File: src/hdl/rbd_pkg.sv
// Shared types and constants of the retry backoff delay block.
// Used by rbd_mulc and retry_backoff_delay; depends on nothing else.

package rbd_pkg;

	// Default field widths
	localparam int TIME_BITS_DEF   = 24;
	localparam int JITTER_BITS_DEF = 16;
	localparam int ATTEMPT_W       = 8;
	localparam int SEED_W          = 64;
	localparam int JFRAC_W         = 17;
	localparam int STATUS_W        = 2;
	localparam int CFG_IDX_W       = 3;

	// Q1.16 one
	localparam logic [JFRAC_W-1:0] ONE_Q16 = 17'h10000;

	// splitmix64 finalizer constants
	localparam logic [63:0] MIX_C1 = 64'hbf58476d1ce4e5b9;
	localparam logic [63:0] MIX_C2 = 64'h94d049bb133111eb;
	localparam logic [63:0] GOLDEN = 64'h9e3779b97f4a7c15;
	localparam int          MIX_SH1 = 30;
	localparam int          MIX_SH2 = 27;
	localparam int          MIX_SH3 = 31;

	// Exponent cap of the base shift
	localparam int E_CAP = 62;

	// Register indexes
	localparam logic [CFG_IDX_W-1:0] REG_MAX_ATTEMPTS = 3'd0;
	localparam logic [CFG_IDX_W-1:0] REG_INITIAL      = 3'd1;
	localparam logic [CFG_IDX_W-1:0] REG_MAXIMUM      = 3'd2;
	localparam logic [CFG_IDX_W-1:0] REG_JITTER       = 3'd3;
	localparam logic [CFG_IDX_W-1:0] REG_RA_LIMIT     = 3'd4;

	// Register reset values
	localparam int RST_MAX_ATTEMPTS = 3;
	localparam int RST_INITIAL      = 100;
	localparam int RST_MAXIMUM      = 10000;
	localparam int RST_JITTER       = 16384;
	localparam int RST_RA_LIMIT     = 60000;

	// Result status codes
	localparam logic [STATUS_W-1:0] ST_OK   = 2'd0;
	localparam logic [STATUS_W-1:0] ST_BAD  = 2'd1;
	localparam logic [STATUS_W-1:0] ST_LATE = 2'd2;

	// Stage enables of the two-stage constant multiplier
	typedef struct packed {
		logic a;	// partial product stage
		logic b;	// sum stage
	} mul_en_t;

endpackage

File: src/hdl/rbd_mulc.sv
// 64-bit by constant multiplier, product truncated to 64 bits.
// Two register stages: 32x32 partial products, then the sum. Uses rbd_pkg.

module rbd_mulc #(
	parameter logic [63:0] MUL_CONST = rbd_pkg::MIX_C1
) (
	input  logic             clk,
	input  rbd_pkg::mul_en_t en,
	input  logic [63:0]      x,
	output logic [63:0]      y
);

	logic [63:0] pll_s1;
	logic [31:0] plh_s1;
	logic [31:0] phl_s1;
	logic [63:0] prod_s2;
	logic [63:0] pll_c;
	logic [63:0] plh_c;
	logic [63:0] phl_c;

	// Partial products; cross terms only need their low halves
	assign pll_c = x[31:0] * MUL_CONST[31:0];
	assign plh_c = x[31:0] * MUL_CONST[63:32];
	assign phl_c = x[63:32] * MUL_CONST[31:0];

	always_ff @(posedge clk) begin
		if (en.a) begin
			pll_s1 <= pll_c;
			plh_s1 <= plh_c[31:0];
			phl_s1 <= phl_c[31:0];
		end
	end

	// Sum stage
	always_ff @(posedge clk) begin
		if (en.b) begin
			prod_s2 <= pll_s1 + {plh_s1 + phl_s1, 32'd0};
		end
	end

	assign y = prod_s2;

endmodule
File: config.mk
export PLATFORM = sky130hd
export DESIGN_NAME = rbd_mulc
export DESIGN_NICKNAME = d
export VERILOG_FILES = /design/src/hdl/rbd_pkg.sv /design/src/hdl/rbd_mulc.sv
export SDC_FILE = /design/constraint.sdc
export NUM_CORES = 2
export LEC_CHECK = 0
export BUFFER_PORTS_ARGS = -buffer_cell sky130_fd_sc_hd__buf_4
export CORE_MARGIN = 5
export CORE_UTILIZATION = 35
export CTS_CLUSTER_SIZE = 14
export DETAILED_ROUTE_END_ITERATION = 8
export MAX_ROUTING_LAYER = met4
export PLACE_DENSITY = 0.53
export SLEW_MARGIN = 15
export SYNTH_ARGS = -nofsm -noshare
export SYNTH_HDL_FRONTEND = slang
export SYNTH_SLANG_ARGS = --single-unit
export TNS_END_PERCENT = 50
File: constraint.sdc
create_clock -name clk -period 8.79 [get_ports clk]
set_clock_uncertainty 0.1 [all_clocks]
set_input_delay 0.4395 -clock clk [delete_from_list [all_inputs] [get_ports clk]]
set_output_delay 0.4395 -clock clk [all_outputs]
set_load 0.01 [all_outputs]
==> impl_metrics.toml, run 1 <==
[die]
rows = 127
pin_count = 131
die_x_um = 359
chipHeight_um = 359
initial_util = 0.353

[synth]
synth_seq_area_share = 0.132
yosys_warnings = 0
async_flop_share = 0
postSynthRegisterBits = 187
ys.flop_type = "edfxtp_1"
avgSynthCellArea_sq_um = 10.7
synth-edff-count = 187
post_synth_num_cell_types = 79
net_count_after_synthesis = 5619
postSynthCellCount = 3977
synth.cell_area_sq_um = 42500

[placed_design]
port_buffers = 130
gp_routability_congestion = 0.988
dp_slack_ps = 603
placed_cells_incl_taps = 5726
post-dp-hpwl_um = 113000

[clock_network]
cts_post_setup_buffers_inserted = 0
tritoncts.num_buffers = 17
root_cell_of_the_clock_tree = "clkbuf_16"
cts.htree.levels = 4
clockBufferDepth = 2
post_cts_resize_count = 0
clock_tree_sinks = 187
cts.hold.buffers_added = 0

[grt]
groute.usage.overall = 0.208
antenna_found_initial = 0
grt_start_max_net_pins = 64
gr-total-overflow = 0
number_of_global_route_vias_before_repair = 30521
grt_pass1_wl_um = 192000

[run_status]
status = "stopped before the end"
flow.stopped_at = "5_2_route"
firstError = "[ERROR DRT-0255] Maze Route cannot find path of net clk in worker of routeBox ( 338100 96600 ) ( 358505 144900 )."
-- cell usage after synthesis, drive strengths merged, types with 16 or more instances --
cell,n,area (sq um)
nor3,28,145
nand2b,21,131
fa,803,16100
xnor2,175,1530
o21bai,27,203
edfxtp,187,5620
xor2,53,464
nand3,32,160
o21ai,84,424
nand4,16,100
a211oi,23,188
ha,772,9660
inv,1244,4670
nor2,68,255
o21a,26,196
a21oi,147,739
nand2,56,210
a21o,64,483
-- layer usage --
| metal | GRT usage |
|---|---|
| met1 | 0.284 |
| met2 | 0.325 |
| met3 | 0.0289 |
| met4 | 0.0625 |
| met5 | - |
-- logic make-up after synthesis --
kind of cell	after synthesis	share of synthesized area
simple gates	277	0.0327
xor+xnor	228	0.0470
mux	1	0.000235
compound gates	453	0.0712
fa+ha+maj	1575	0.605
flops	187	0.132
buf+inv	1256	0.111
-- metrics by stage --
stage               hold WS, ps  utilization  area (sq um)
floorplan                   300            -         42500
global placement            302        0.379         45600
detailed placement          305        0.379         45600
CTS                        73.8        0.384         46200
global route               82.9        0.384         46200
==> inputs of run 2 (changes only) <==
- CORE_UTILIZATION: 35 -> 20
- CTS_CLUSTER_SIZE: 14 -> unset
- MAX_ROUTING_LAYER: met4 -> unset
- PLACE_DENSITY: 0.53 -> unset
- PLACE_DENSITY_LB_ADDON: unset -> 0.15
==> run 2 against run 1 <==
  * The run now ends clean
  * Area after synthesis unchanged
  * Global-route usage is 7.0 points lower
  * Synthesized cell count is the same
==> impl_metrics.toml, run 2 <==
[run_status]
status = "complete, no violations"

[clock_network]
cts_post_setup_buffers_inserted = 0
clock_tree_sinks = 187
cts.hold.buffers_added = 0
post_cts_resize_count = 0
register_clock_pin_slew_on_the_reported_worst_setup_and_hold_paths_ps = 80
cts_tree = "built"
clk_latency_ps = 510
root_cell_of_the_clock_tree = "clkbuf_16"
clockBufferDepth = 2
cts.htree.levels = 4
tritoncts.num_buffers = 17

[placed_design]
post-dp-hpwl_um = 137000
placed_cell_area_sq_um = 47300
port_buffers = 130
gp_routability_congestion = 0.857
dp_slack_ps = 542

[synth]
yosysTopAreaCell = "fa_1"
avgSynthCellArea_sq_um = 10.7
net_count_after_synthesis = 5619
synth_seq_area_share = 0.132
post_synth_most_frequent_cells = "inv_1, fa_1, ha_1, edfxtp_1, xnor2_1"
synth_most_common_cell = "inv_1"
postSynthCellCount = 3977
synth_top_cells_by_area = "fa_1, ha_1, edfxtp_1, inv_1, xnor2_1"
postSynthRegisterBits = 187
ys.flop_type = "edfxtp_1"
synth-edff-count = 187
async_flop_share = 0
post_synth_num_cell_types = 79
yosys_warnings = 0
synth.cell_area_sq_um = 42500
yosysTopAreaCellShare = 0.378

[setup_path]
cp.required_ps = 9020
worst-endpoint-arrival_ps = 7980
setup_crit_start_kind = "input pin"
endpoint_kind = "flip-flop"
critPathMaxFanout = 13
worstSetupPathType = "input pin to flip-flop"

[detailed_routing]
drc_errors = 0
detail-route-antenna-nets = 0
drt-initial-drc-count = 1448
via_per_inst = 3.91
drt_first_pass_iters = 7
detail_route.wl_per_cell_um = 21.6
total_via_count_after_detailed_routing = 27346
totalWireLength_um = 151000

[die]
chipHeight_um = 471
initial_util = 0.201
rows = 169
pin_count = 131
dieArea_sq_um = 222000
core-area_sq_um = 212000
die_x_um = 471

[timing]
final.period_utilization = 0.882
hold_viol = 0
timing_max_transition_violations_final = 0
timing.final.setup_violations = 0
final.setup.worst_slack_ps = 1040
totalNegativeSetupSlack_ps = 0
clock.fmax_mhz = 129
worst_slew_pin_slew_ps = 909
max_slew_margin = 0.384
period_minus_slack_ps = 7750
rsz0062_at_grt = "false"

[final_layout]
final_layout_size_suffix_gt1_frac = 0.0585
area_used_by_multi_input_combinational_logic_sq_um = 32200
max_ffs_per_register = 64
mostFrequentLayoutCells = "inv_1, fa_1, ha_1"
mostFrequentLayoutCell = "inv_1"
net_count_final = 5798
fin_area_sq_um = 47900
fillCellCount = 23107
sequential_cell_area_in_the_final_layout_sq_um = 5620
area_growth_syn_to_layout_pct = 12.6

[grt]
grt_start_max_net_pins = 64
number_of_global_route_vias_before_repair = 30901
groute.usage.overall = 0.138
gr-total-overflow = 0
antenna_found_initial = 6
grt_pass1_wl_um = 222000

[flow_run]
count_of_max_cap_constraint_violations = 0

[worst_hold_path]
min_path_type = "input pin to flip-flop"
-- run 2: cell counts after synthesis --
No cell type changed its count.
-- run 2: critical path, stage by stage --
cell       delay (ps)
buf_4             330
ha_1              390
ha_1              650
ha_1              370
inv_1             130
fa_1              550
fa_1              440
fa_1              500
inv_1              50
fa_1              480
inv_1              50
fa_1              620
inv_1              80
ha_1              340
o21ai_0           170
a21oi_1           100
a221oi_2          530
o221ai_1          320
nand2_1           140
o2111ai_2         240
a41oi_4           370
o31ai_4           130
a2111o_1          420
o2111ai_1         110
-- run 2: path summary, 6_finish.rpt --
check	to	start	slack [ps]	cells past startpoint
worst max register to register	y[61]	plh_s1[0]	2980	19
worst min register to register	y[10]	pll_s1[10]	320	0
worst max-delay path	pll_s1[58]	x[1]	1040	24
worst min-delay path	y[17]	en[0]	170	1
-- run 2: cell families after synthesis --
logic type	after synthesis	synth area share
multiplexers	1	0.000235
AO/OA/AOI/OAI	453	0.0712
adder cells (fa/ha/maj)	1575	0.605
AND/OR/NAND/NOR	277	0.0327
flip-flops	187	0.132
buffers and inverters	1256	0.111
XOR/XNOR	228	0.0470
-- run 2: metrics by stage --
stage / std cells / utilization / hold slack [ps]
floorplan: 3977 / - / 300
global placement: 6958 / 0.223 / 302
detailed placement: 6958 / 0.223 / 305
CTS: 6990 / 0.226 / 125
global route: 6990 / 0.226 / 143
finish: 6992 / 0.226 / 172
-- run 2: layout make-up --
type,count,share of cell area
timing repair buffer,172,0.0271
multi-input combinational,2534,0.672
antenna,2,0.000105
sequential,187,0.117
clock buffer,17,0.00889
clock inverter,15,0.00348
tap,2821,0.0737
inverter,1244,0.0976
-- run 2: layer usage --
metal / global-route usage / part of all wire / vias to the layer above
met4: 0.0164 / 0.010 / 4
met3: 0.0202 / 0.038 / 50
li1: - / - / 12814
met5: 0 / 0.00011 / -
met1: 0.188 / 0.46 / 14057
met2: 0.239 / 0.49 / 421
Power of run 2 is not shown: default switching activity piles up to over one toggle a cycle in this logic, so the estimate is an artifact.
